<file path="config.mk">
export PLATFORM = sky130hd
export DESIGN_NAME = beam_search_path_finder
export DESIGN_NICKNAME = d
export VERILOG_FILES = /design/src/bsp_pkg.sv /design/src/bsp_ctrl.sv /design/src/bsp_datapath.sv /design/src/beam_search_path_finder.sv
export SDC_FILE = /design/constraint.sdc
export NUM_CORES = 2
export LEC_CHECK = 0
export BUFFER_PORTS_ARGS = -buffer_cell sky130_fd_sc_hd__buf_4
export CAP_MARGIN = 0
export CELL_PAD_IN_SITES_DETAIL_PLACEMENT = 0
export CELL_PAD_IN_SITES_GLOBAL_PLACEMENT = 1
export CORE_AREA = 2 2 403 405
export DETAILED_ROUTE_END_ITERATION = 16
export DIE_AREA = 0 0 405 407
export PLACE_DENSITY = 0.81
export SLEW_MARGIN = 10
export SYNTH_ARGS = -nofsm -noshare
export SYNTH_HDL_FRONTEND = slang
export SYNTH_SLANG_ARGS = --single-unit
</file>
<file path="constraint.sdc">
create_clock -name clk -period 12.4 [get_ports clk]
set_input_delay 0 -clock clk [delete_from_list [all_inputs] [get_ports clk]]
set_output_delay 0 -clock clk [all_outputs]
set_load 0.005 [all_outputs]
</file>
<file path="src/bsp_pkg.sv">
// Shared types and constants for the beam search path finder.
// No dependencies; used by bsp_ctrl, bsp_datapath and the top level.
package bsp_pkg;

  // Default sizes handed to the top-level parameters
  localparam int DEF_NUM_NODES  = 16;
  localparam int DEF_MAX_DEGREE = 4;
  localparam int DEF_MAX_BEAM   = 4;

  // Fixed field widths
  localparam int FUNC_W   = 2;
  localparam int NODE_W   = 4;
  localparam int SLOT_W   = 2;
  localparam int WEIGHT_W = 8;
  localparam int HEUR_W   = 8;
  localparam int COST_W   = 12;
  localparam int EST_W    = 13;
  localparam int BW_W     = 3;

  localparam int IN_DATA_W  = 40;
  localparam int OUT_DATA_W = 16;

  localparam logic [COST_W-1:0] COST_MAX = 12'hFFF;
  localparam logic [BW_W-1:0] BEAM_WIDTH_RESET = 3'd2;

  // At most this many result items per search
  localparam int RESULT_LIMIT = 16;
  localparam int EMIT_W       = $clog2(RESULT_LIMIT + 1);

  // Input item function codes
  localparam logic [FUNC_W-1:0] FUNC_EDGE   = 2'd0;
  localparam logic [FUNC_W-1:0] FUNC_HEUR   = 2'd1;
  localparam logic [FUNC_W-1:0] FUNC_SEARCH = 2'd2;

  typedef enum logic [2:0] {
    ST_IDLE,
    ST_INIT,
    ST_CHECK,
    ST_EXPAND,
    ST_DRAIN,
    ST_SELECT,
    ST_EMIT,
    ST_FAIL
  } state_t;

  // Controller to datapath
  typedef struct packed {
    logic load;
    logic init;
    logic exp_start;
    logic exp_step;
    logic select;
    logic emit_start;
    logic emit_step;
    logic emit_fail;
  } cmd_t;

  // Datapath to controller
  typedef struct packed {
    logic bad_ends;
    logic round_over;
    logic goal_hit;
    logic issue_done;
    logic cand_none;
    logic emit_last;
    logic out_free;
  } status_t;

endpackage

</file>
<file path="src/bsp_ctrl.sv">
// Search sequencer for the beam search path finder.
// Depends on bsp_pkg for the state, command and status types.
module bsp_ctrl (
  input  logic             clk,
  input  logic             rst,
  input  logic             in_take,
  input  logic             in_search,
  input  bsp_pkg::status_t stat,
  output bsp_pkg::cmd_t    cmd,
  output bsp_pkg::state_t  state,
  output logic             in_ready
);

  bsp_pkg::state_t state_next;

  always_ff @(posedge clk) begin
    if (rst) begin
      state <= bsp_pkg::ST_IDLE;
    end else begin
      state <= state_next;
    end
  end

  // Next state
  always_comb begin
    state_next = state;
    unique case (state)
      bsp_pkg::ST_IDLE: begin
        if (in_take && in_search) state_next = bsp_pkg::ST_INIT;
      end
      bsp_pkg::ST_INIT: begin
        state_next = stat.bad_ends ? bsp_pkg::ST_FAIL : bsp_pkg::ST_CHECK;
      end
      bsp_pkg::ST_CHECK: begin
        if (stat.round_over) state_next = bsp_pkg::ST_FAIL;
        else if (stat.goal_hit) state_next = bsp_pkg::ST_EMIT;
        else state_next = bsp_pkg::ST_EXPAND;
      end
      bsp_pkg::ST_EXPAND: begin
        if (stat.issue_done) state_next = bsp_pkg::ST_DRAIN;
      end
      bsp_pkg::ST_DRAIN: state_next = bsp_pkg::ST_SELECT;
      bsp_pkg::ST_SELECT: begin
        state_next = stat.cand_none ? bsp_pkg::ST_FAIL : bsp_pkg::ST_CHECK;
      end
      bsp_pkg::ST_EMIT: begin
        if (stat.out_free && stat.emit_last) state_next = bsp_pkg::ST_IDLE;
      end
      bsp_pkg::ST_FAIL: begin
        if (stat.out_free) state_next = bsp_pkg::ST_IDLE;
      end
      default: state_next = bsp_pkg::ST_IDLE;
    endcase
  end

  // Commands
  always_comb begin
    cmd      = '0;
    in_ready = 1'b0;
    unique case (state)
      bsp_pkg::ST_IDLE: begin
        in_ready = 1'b1;
        cmd.load = in_take && in_search;
      end
      bsp_pkg::ST_INIT:   cmd.init = !stat.bad_ends;
      bsp_pkg::ST_CHECK: begin
        cmd.emit_start = !stat.round_over && stat.goal_hit;
        cmd.exp_start  = !stat.round_over && !stat.goal_hit;
      end
      bsp_pkg::ST_EXPAND: cmd.exp_step = 1'b1;
      bsp_pkg::ST_DRAIN:  cmd = '0;
      bsp_pkg::ST_SELECT: cmd.select = !stat.cand_none;
      bsp_pkg::ST_EMIT:   cmd.emit_step = stat.out_free;
      bsp_pkg::ST_FAIL:   cmd.emit_fail = stat.out_free;
      default:            cmd = '0;
    endcase
  end

endmodule

</file>
<file path="src/bsp_datapath.sv">
// Tables, beam rows, candidate list and output register of the path finder.
// Depends on bsp_pkg; driven by bsp_ctrl commands.
module bsp_datapath #(
  parameter int NUM_NODES  = bsp_pkg::DEF_NUM_NODES,
  parameter int MAX_DEGREE = bsp_pkg::DEF_MAX_DEGREE,
  parameter int MAX_BEAM   = bsp_pkg::DEF_MAX_BEAM
) (
  input  logic                        clk,
  input  logic                        rst,
  input  bsp_pkg::cmd_t               cmd,
  output bsp_pkg::status_t            stat,
  input  logic                        cfg_we,
  input  logic [bsp_pkg::BW_W-1:0]    cfg_wdata,
  input  logic                        in_take,
  input  logic [bsp_pkg::FUNC_W-1:0]  func,
  input  logic [bsp_pkg::NODE_W-1:0]  node,
  input  logic [bsp_pkg::SLOT_W-1:0]  edge_slot,
  input  logic                        edge_present,
  input  logic [bsp_pkg::NODE_W-1:0]  neighbor,
  input  logic [bsp_pkg::WEIGHT_W-1:0] weight,
  input  logic [bsp_pkg::HEUR_W-1:0]  heur_value,
  input  logic [bsp_pkg::NODE_W-1:0]  start_node,
  input  logic [bsp_pkg::NODE_W-1:0]  goal_node,
  input  logic                        out_ready,
  output logic                        out_valid,
  output logic                        found,
  output logic [bsp_pkg::NODE_W-1:0]  path_node,
  output logic [bsp_pkg::COST_W-1:0]  total_cost,
  output logic                        last
);

  localparam int NIDX_W  = $clog2(NUM_NODES);
  localparam int LEN_W   = $clog2(NUM_NODES + 1);
  localparam int EDGES   = NUM_NODES * MAX_DEGREE;
  localparam int EADDR_W = (EDGES > 1) ? $clog2(EDGES) : 1;
  localparam int BIDX_W  = (MAX_BEAM > 1) ? $clog2(MAX_BEAM) : 1;
  localparam int KW      = $clog2(MAX_BEAM + 1);
  localparam int DEG_W   = (MAX_DEGREE > 1) ? $clog2(MAX_DEGREE) : 1;
  localparam int RND_W   = $clog2(NUM_NODES + 2);
  localparam int EW_W    = bsp_pkg::NODE_W + bsp_pkg::WEIGHT_W;

  // Graph tables
  logic [EW_W-1:0]              edge_mem [EDGES];
  logic [EDGES-1:0]             edge_valid;
  logic [bsp_pkg::HEUR_W-1:0]   heur [NUM_NODES];
  logic [bsp_pkg::BW_W-1:0]     beam_width;

  // Beam rows, one register per beam holding all its path nodes
  logic [NUM_NODES*bsp_pkg::NODE_W-1:0] path [MAX_BEAM];
  logic [LEN_W-1:0]             plen  [MAX_BEAM];
  logic [bsp_pkg::COST_W-1:0]   pcost [MAX_BEAM];
  logic [NUM_NODES-1:0]         pmask [MAX_BEAM];
  logic [KW-1:0]                beam_count;
  logic [RND_W-1:0]             round;

  // Sorted candidate list
  logic [BIDX_W-1:0]            cpar  [MAX_BEAM];
  logic [bsp_pkg::NODE_W-1:0]   cnode [MAX_BEAM];
  logic [bsp_pkg::COST_W-1:0]   ccost [MAX_BEAM];
  logic [bsp_pkg::EST_W-1:0]    cest  [MAX_BEAM];
  logic [KW-1:0]                ccnt;

  logic [bsp_pkg::NODE_W-1:0]   s_node, g_node;
  logic [BIDX_W-1:0]            eb;
  logic [DEG_W-1:0]             ek;
  logic                         p_valid, p_ev;
  logic [BIDX_W-1:0]            p_beam;
  logic [EW_W-1:0]              edge_rd;
  logic [BIDX_W-1:0]            hit_beam;
  logic [bsp_pkg::EMIT_W-1:0]   ecnt;

  logic [bsp_pkg::NODE_W-1:0]   tail [MAX_BEAM];
  logic [KW-1:0]                bw_eff;
  logic                         goal_hit;
  logic [BIDX_W-1:0]            hit_sel;
  logic [EADDR_W-1:0]           wr_addr, rd_addr;
  logic                         tbl_edge, tbl_heur, issue_ok;
  logic [bsp_pkg::NODE_W-1:0]   c_t;
  logic [bsp_pkg::WEIGHT_W-1:0] c_w;
  logic [bsp_pkg::COST_W:0]     c_sum;
  logic [bsp_pkg::COST_W-1:0]   c_cost;
  logic [bsp_pkg::EST_W-1:0]    c_est;
  logic                         c_ok;
  logic [KW-1:0]                pos;
  logic [bsp_pkg::EMIT_W-1:0]   en;
  logic [LEN_W-1:0]             hlen;

  // Effective beam width
  always_comb begin
    if (beam_width == '0) bw_eff = KW'(1);
    else if (int'(beam_width) > MAX_BEAM) bw_eff = KW'(MAX_BEAM);
    else bw_eff = KW'(beam_width);
  end

  always_ff @(posedge clk) begin
    if (rst) begin
      beam_width <= bsp_pkg::BEAM_WIDTH_RESET;
    end else if (cfg_we) begin
      beam_width <= cfg_wdata;
    end
  end

  // Table writes
  assign tbl_edge = in_take && (func == bsp_pkg::FUNC_EDGE) && (int'(node) < NUM_NODES)
                    && (int'(edge_slot) < MAX_DEGREE);
  assign tbl_heur = in_take && (func == bsp_pkg::FUNC_HEUR) && (int'(node) < NUM_NODES);
  assign wr_addr  = EADDR_W'(int'(node) * MAX_DEGREE + int'(edge_slot));

  always_ff @(posedge clk) begin
    if (tbl_edge) begin
      edge_mem[wr_addr] <= {neighbor, weight};
    end
    edge_rd <= edge_mem[rd_addr];
  end

  always_ff @(posedge clk) begin
    if (rst) begin
      edge_valid <= '0;
      for (int i = 0; i < NUM_NODES; i++) heur[i] <= '0;
    end else begin
      if (tbl_edge) edge_valid[wr_addr] <= edge_present;
      if (tbl_heur) heur[NIDX_W'(node)] <= heur_value;
    end
  end

  // Last node of each beam and goal check
  always_comb begin
    goal_hit = 1'b0;
    hit_sel  = '0;
    for (int b = 0; b < MAX_BEAM; b++) begin
      tail[b] = path[b][int'(NIDX_W'(plen[b] - LEN_W'(1))) * bsp_pkg::NODE_W
                        +: bsp_pkg::NODE_W];
    end
    for (int b = MAX_BEAM - 1; b >= 0; b--) begin
      if ((KW'(b) < beam_count) && (plen[b] != '0) && (tail[b] == g_node)) begin
        goal_hit = 1'b1;
        hit_sel  = BIDX_W'(b);
      end
    end
  end

  // Edge read issue
  assign rd_addr  = EADDR_W'(int'(tail[eb]) * MAX_DEGREE + int'(ek));
  assign issue_ok = cmd.exp_step && (int'(plen[eb]) < NUM_NODES) && (plen[eb] != '0);

  // Candidate evaluation on the registered edge read
  always_comb begin
    c_t    = edge_rd[EW_W-1:bsp_pkg::WEIGHT_W];
    c_w    = edge_rd[bsp_pkg::WEIGHT_W-1:0];
    c_sum  = {1'b0, pcost[p_beam]} + (bsp_pkg::COST_W + 1)'(c_w);
    c_cost = (c_sum > {1'b0, bsp_pkg::COST_MAX}) ? bsp_pkg::COST_MAX
                                                 : c_sum[bsp_pkg::COST_W-1:0];
    c_est  = bsp_pkg::EST_W'(c_cost) + bsp_pkg::EST_W'(heur[NIDX_W'(c_t)]);
    c_ok   = p_valid && p_ev && (int'(c_t) < NUM_NODES) && !pmask[p_beam][NIDX_W'(c_t)];
    pos    = '0;
    for (int i = 0; i < MAX_BEAM; i++) begin
      if ((KW'(i) < ccnt) && (cest[i] <= c_est)) pos = pos + KW'(1);
    end
  end

  // Expansion counters and read pipeline
  always_ff @(posedge clk) begin
    if (rst) begin
      p_valid <= 1'b0;
    end else begin
      p_valid <= issue_ok;
    end
    p_beam <= eb;
    p_ev   <= edge_valid[rd_addr];
    if (cmd.exp_start) begin
      eb <= '0;
      ek <= '0;
    end else if (cmd.exp_step) begin
      if (int'(ek) == MAX_DEGREE - 1) begin
        ek <= '0;
        eb <= eb + BIDX_W'(1);
      end else begin
        ek <= ek + DEG_W'(1);
      end
    end
  end

  // Insert candidate into the sorted list, dropping anything past the width
  always_ff @(posedge clk) begin
    if (rst) begin
      ccnt <= '0;
    end else if (cmd.exp_start) begin
      ccnt <= '0;
    end else if (c_ok && (pos < bw_eff)) begin
      ccnt <= (ccnt < bw_eff) ? ccnt + KW'(1) : ccnt;
    end
    if (!cmd.exp_start && c_ok && (pos < bw_eff)) begin
      for (int i = 0; i < MAX_BEAM; i++) begin
        if (KW'(i) == pos) begin
          cpar[i]  <= p_beam;
          cnode[i] <= c_t;
          ccost[i] <= c_cost;
          cest[i]  <= c_est;
        end else if ((KW'(i) > pos) && (i > 0)) begin
          cpar[i]  <= cpar[(i > 0) ? i - 1 : 0];
          cnode[i] <= cnode[(i > 0) ? i - 1 : 0];
          ccost[i] <= ccost[(i > 0) ? i - 1 : 0];
          cest[i]  <= cest[(i > 0) ? i - 1 : 0];
        end
      end
    end
  end

  // Beam rows: init from the start node, or rebuild from the kept candidates
  always_ff @(posedge clk) begin
    if (rst) begin
      beam_count <= '0;
      round      <= '0;
    end else if (cmd.init) begin
      beam_count <= KW'(1);
      round      <= '0;
    end else if (cmd.select) begin
      beam_count <= ccnt;
      round      <= round + RND_W'(1);
    end
    if (cmd.load) begin
      s_node <= start_node;
      g_node <= goal_node;
    end
    if (cmd.init) begin
      path[0][bsp_pkg::NODE_W-1:0] <= s_node;
      plen[0]    <= LEN_W'(1);
      pcost[0]   <= '0;
      pmask[0]   <= NUM_NODES'(1) << s_node;
    end else if (cmd.select) begin
      for (int k = 0; k < MAX_BEAM; k++) begin
        if (KW'(k) < ccnt) begin
          for (int j = 0; j < NUM_NODES; j++) begin
            path[k][j*bsp_pkg::NODE_W +: bsp_pkg::NODE_W] <=
              (LEN_W'(j) == plen[cpar[k]]) ? cnode[k]
                                           : path[cpar[k]][j*bsp_pkg::NODE_W +: bsp_pkg::NODE_W];
          end
          plen[k]  <= plen[cpar[k]] + LEN_W'(1);
          pcost[k] <= ccost[k];
          pmask[k] <= pmask[cpar[k]] | (NUM_NODES'(1) << cnode[k]);
        end
      end
    end
  end

  // Result emission
  assign hlen = plen[hit_beam];
  assign en   = (int'(hlen) > bsp_pkg::RESULT_LIMIT) ? bsp_pkg::EMIT_W'(bsp_pkg::RESULT_LIMIT)
                                                     : bsp_pkg::EMIT_W'(hlen);

  always_ff @(posedge clk) begin
    if (cmd.emit_start) begin
      hit_beam <= hit_sel;
      ecnt     <= '0;
    end else if (cmd.emit_step) begin
      ecnt <= ecnt + bsp_pkg::EMIT_W'(1);
    end
  end

  // Output register
  always_ff @(posedge clk) begin
    if (rst) begin
      out_valid <= 1'b0;
    end else if (cmd.emit_step || cmd.emit_fail) begin
      out_valid <= 1'b1;
    end else if (out_ready) begin
      out_valid <= 1'b0;
    end
    if (cmd.emit_step) begin
      found      <= 1'b1;
      path_node  <= path[hit_beam][int'(NIDX_W'(ecnt)) * bsp_pkg::NODE_W +: bsp_pkg::NODE_W];
      total_cost <= pcost[hit_beam];
      last       <= stat.emit_last;
    end else if (cmd.emit_fail) begin
      found      <= 1'b0;
      path_node  <= '0;
      total_cost <= '0;
      last       <= 1'b1;
    end
  end

  // Status
  always_comb begin
    stat.bad_ends   = (int'(s_node) >= NUM_NODES) || (int'(g_node) >= NUM_NODES);
    stat.round_over = int'(round) > NUM_NODES;
    stat.goal_hit   = goal_hit;
    stat.issue_done = (int'(eb) + 1 == int'(beam_count)) && (int'(ek) == MAX_DEGREE - 1);
    stat.cand_none  = (ccnt == '0);
    stat.emit_last  = (ecnt + bsp_pkg::EMIT_W'(1)) == en;
    stat.out_free   = !out_valid || out_ready;
  end

endmodule

</file>
<file path="src/beam_search_path_finder.sv">
// Top level of the beam search path finder: ports, field packing, checks.
// Depends on bsp_pkg, bsp_ctrl and bsp_datapath.
//
//  channel | dir | handshake          | payload
//  s_*     | in  | s_tvalid/s_tready  | tuser=func, tdata=table and search fields
//  m_*     | out | m_tvalid/m_tready  | tuser=found, tdata=node+cost, tlast=last
//  cfg_*   | in  | cfg_we             | cfg_wdata=beam_width
//
// A search runs rounds of check, expansion (one edge table read per cycle over
// each beam's MAX_DEGREE edge slots), drain and select, then emits its result
// items one at a time while the output is free. Reset (rst, synchronous) clears
// the edge valid bits, the heuristics and the controller; beam_width resets to 2.
// Input is taken only between searches; a stalled output holds the sequencer.
module beam_search_path_finder #(
  parameter int NUM_NODES  = bsp_pkg::DEF_NUM_NODES,
  parameter int MAX_DEGREE = bsp_pkg::DEF_MAX_DEGREE,
  parameter int MAX_BEAM   = bsp_pkg::DEF_MAX_BEAM
) (
  input  logic                            clk,
  input  logic                            rst,
  input  logic                            s_tvalid,
  output logic                            s_tready,
  // node, edge_slot, edge_present, neighbor, weight, heur_value, start_node, goal_node
  input  logic [bsp_pkg::IN_DATA_W-1:0]   s_tdata,
  // func
  input  logic [bsp_pkg::FUNC_W-1:0]      s_tuser,
  output logic                            m_tvalid,
  input  logic                            m_tready,
  // path_node, total_cost
  output logic [bsp_pkg::OUT_DATA_W-1:0]  m_tdata,
  // found
  output logic [0:0]                      m_tuser,
  output logic                            m_tlast,
  input  logic                            cfg_we,
  input  logic [bsp_pkg::BW_W-1:0]        cfg_wdata
);

  bsp_pkg::cmd_t    cmd;
  bsp_pkg::status_t stat;
  bsp_pkg::state_t  state;
  logic             in_take;
  logic             found;
  logic [bsp_pkg::NODE_W-1:0] path_node;
  logic [bsp_pkg::COST_W-1:0] total_cost;

  assign in_take = s_tvalid && s_tready;

  bsp_ctrl u_ctrl (
    .clk       (clk),
    .rst       (rst),
    .in_take   (in_take),
    .in_search (s_tuser == bsp_pkg::FUNC_SEARCH),
    .stat      (stat),
    .cmd       (cmd),
    .state     (state),
    .in_ready  (s_tready)
  );

  bsp_datapath #(
    .NUM_NODES  (NUM_NODES),
    .MAX_DEGREE (MAX_DEGREE),
    .MAX_BEAM   (MAX_BEAM)
  ) u_dp (
    .clk          (clk),
    .rst          (rst),
    .cmd          (cmd),
    .stat         (stat),
    .cfg_we       (cfg_we),
    .cfg_wdata    (cfg_wdata),
    .in_take      (in_take),
    .func         (s_tuser),
    .node         (s_tdata[3:0]),
    .edge_slot    (s_tdata[5:4]),
    .edge_present (s_tdata[6]),
    .neighbor     (s_tdata[10:7]),
    .weight       (s_tdata[18:11]),
    .heur_value   (s_tdata[26:19]),
    .start_node   (s_tdata[30:27]),
    .goal_node    (s_tdata[34:31]),
    .out_ready    (m_tready),
    .out_valid    (m_tvalid),
    .found        (found),
    .path_node    (path_node),
    .total_cost   (total_cost),
    .last         (m_tlast)
  );

  assign m_tdata = {total_cost, path_node};
  assign m_tuser = found;

  // A not-found item is a lone zero item
  a_fail_item: assert property (@(posedge clk) disable iff (rst)
    (m_tvalid && !m_tuser[0]) |-> (m_tlast && (m_tdata == '0)))
    else $error("not-found item malformed");

  // Results load only into a free output register
  a_emit_free: assert property (@(posedge clk) disable iff (rst)
    (cmd.emit_step || cmd.emit_fail) |-> stat.out_free)
    else $error("result loaded over a waiting item");

  // A search item closes the input until the search ends
  a_search_busy: assert property (@(posedge clk) disable iff (rst)
    (in_take && (s_tuser == bsp_pkg::FUNC_SEARCH)) |=> !s_tready)
    else $error("input open during search");

  // Input is open only while the sequencer is idle
  a_ready_idle: assert property (@(posedge clk) disable iff (rst)
    s_tready |-> (state == bsp_pkg::ST_IDLE))
    else $error("input open outside idle");

endmodule

</file>
==> metrics.yaml <==
run_status: "finished clean"
avgViaCountPerCell: 6.361
cpLargestDelayFamily: "compound AO/OA/AOI/OAI gates"
place_ws_ns: 0.9536
tns_ns: 0
ys_types: 87
track_usage: 0.2791
synth_area_leaders: "edfxtp_1 (55%), mux4_2 (15%), mux2i_1 (4.3%)"
peakVddDrop_mv: 0.1809
ys_seq_area_frac: 0.5787
layout_commonest_cell: "edfxtp_1"
fp-row-count: 147
path_max_fanout: 27
antenna_found_initial: 6
clock_path_buffers: 3
synth_top_area_cell: "edfxtp_1"
max-cap-violations: 0
synth_edf_count: 1435
final_layout_size_suffix_gt1_frac: 0.1951
cp_slowest_stage_delay_ns: 0.60
relSlewSlack: 0.1631
dieArea_um2: 164800
critPathCaptureType: "flop"
wl_per_cell_um: 28.71
ys.flop_type: "edfxtp_1"
postLayoutSetupSlackWorst_ns: 0.8149
htreeDepth: 4
place_inst: 7653
async_flop_share: 0
area_delta_synth_final_pct: 11.48
final_nets: 5875
synth_top_area_frac: 0.5506
grt_max_degree: 152
fmax_mhz: 86.32
clock_latency_ns: 0.82
yosys_warnings: 0
critPathLaunchType: "flop"
postCtsSetupRepairBufs: 0
final_cells: 8020
cts_root_buf: "clkbuf_16"
worstMarginPinSlew_ns: 1.251
cts.sink_count: 1545
min_path_type: "primary input to flop"
cts_buffers: 164
setup_viol: 0
core-area_um2: 160200
initial_core_util: 0.4885
grt_pass1_vias: 50310
cpMostUsedCell: "ha_1"
crit_slowest_cell: "mux4_2"
netlist_instances: 5653
most-common-layout-cells: "edfxtp_1 (1,435), nand2_1 (600), mux4_2 (529)"
slew_viol_final: 0
fin_crit_sh: 0.9343
drc_errors: 0
finalHoldViolCount: 0
ctsResizeCount: 0
synth_fp_nets: 5805
grt-ovfl-total: 0
routabilityCongestion: 0.9873
hold_buffers: 64
grt_pass1_wl_mm: 338.0
fin_crit_ns: 11.59
syn_area_um2: 78270
p_per_area_nw_per_um2: 188.8
holdWs_ns: 0.1377
grt_setup_unrepaired: "no"
die_h_um: 407
vias: 51010
die_w_um: 405
drt_iter0_markers: 6134
design_area_um2: 87250
clk_pin_slew_ns: 0.06
first_pass_iters: 6
wirelength_mm: 230.2
path_class: "flop to flop"
cts_tree: "built"
hpwl_mm: 145.5
io_pins: 70
required_ns: 12.88
critPathBufInv: 6
fin_skew_ns: 0.06203
yosys_register_bits: 1545
syn_avg_cell_area_um2: 13.84
power_leakage_nw: 28.13
critPathArrivalTime_ns: 12.06
drtAntennaViolNets: 0
port_buffers: 64
place_area_um2: 81270
[routing by layer]
metal / global-route usage / routed length, um
met5: 0 / 36
met4: 0.1243 / 11420
met3: 0.06077 / 23110
met2: 0.4389 / 106700
met1: 0.3745 / 89010
[cell families (layout without fill, tap and decap cells)]
family	after synthesis	in the layout	synth area share
adder cells (fa/ha/maj)	103	103	0.01663
AND/OR/NAND/NOR	1408	1408	0.08096
other	0	2	0
flip-flops	1545	1545	0.5787
multiplexers	987	987	0.2156
AO/OA/AOI/OAI	1063	1063	0.07618
XOR/XNOR	67	67	0.007849
buffers and inverters	480	685	0.02409
[per-stage QoR]
step,utilization,power [mW]
floorplan,-,10.16
finish,0.5447,16.47
global route,0.5446,17.23
detailed placement,0.5073,11.65
global placement,0.5073,11.59
CTS,0.5446,16.51
[final timing paths]
path	start	end	slack, ns	cells after the start
setup / recovery	u_dp.p_beam[0]$_DFF_P_	u_dp.ccost[0][2]$_DFFE_PP_	0.81	38
hold / removal	s_tdata[19]	u_dp.heur[7][0]$_SDFFCE_PN0P_	0.14	3
setup reg to reg	u_dp.p_beam[0]$_DFF_P_	u_dp.ccost[0][2]$_DFFE_PP_	0.81	38
hold reg to reg	u_dp.ccost[3][7]$_DFFE_PP_	u_dp.pcost[3][7]$_DFFE_PP_	0.42	0
[tightest hold or removal path: cells and delay by family]
family,cells,cell delay [ns]
and+or+nand+nor,1,0.14
buffers and inverters,2,0.72
[Yosys cell counts, drive strengths merged, types with 3 or more instances]
master,number
a2111oi,4
a211o,4
a211oi,49
a21o,13
a21oi,312
a221oi,3
a311oi,3
a31oi,21
and2,165
and3,4
and4b,4
buf,87
clkbuf,286
dfxtp,110
edfxtp,1435
ha,100
inv,107
mux2,122
mux2i,333
mux4,532
nand2,601
nand2b,46
nand3,48
nand3b,6
nand4,16
nor2,382
nor2b,44
nor3,34
nor3b,6
nor4,7
o211ai,22
o21a,11
o21ai,529
o21bai,52
o22ai,10
o311ai,3
o31a,6
o31ai,3
o32ai,3
or2,34
or4,3
xnor2,36
xor2,29
[report_power, final]
group	internal [mW]	total [mW]	switching (mW)
logic	2.47	5.42	2.96
clock network	2.73	4.85	2.12
registers	6.04	6.20	0.160
[registers in the layout, indices dropped and copies added, names as in the netlist, 5 cells and up, named ones only]
name and count:
u_dp.edge_mem 768, u_dp.path 256, u_dp.heur 128, u_dp.edge_valid 64, u_dp.pmask 64, u_dp.cest 52
u_dp.ccost 48, u_dp.pcost 48, u_dp.plen 20, u_dp.cnode 16, u_dp.edge_rd 12, u_dp.total_cost 12
u_dp.cpar 8, u_dp.ecnt 5, u_dp.round 5
[final cells by class]
class,count,area (um2)
fillers,12880,72950
flip-flops and latches,1545,45300
multi-input cells,3628,31170
clock buffers,218,4439
well taps,2160,2703
repair buffers,277,2340
clock inverters,83,890.9
inverters,107,401.6
diodes,2,5.005
Note: power is estimated with default switching activity, not from simulation.
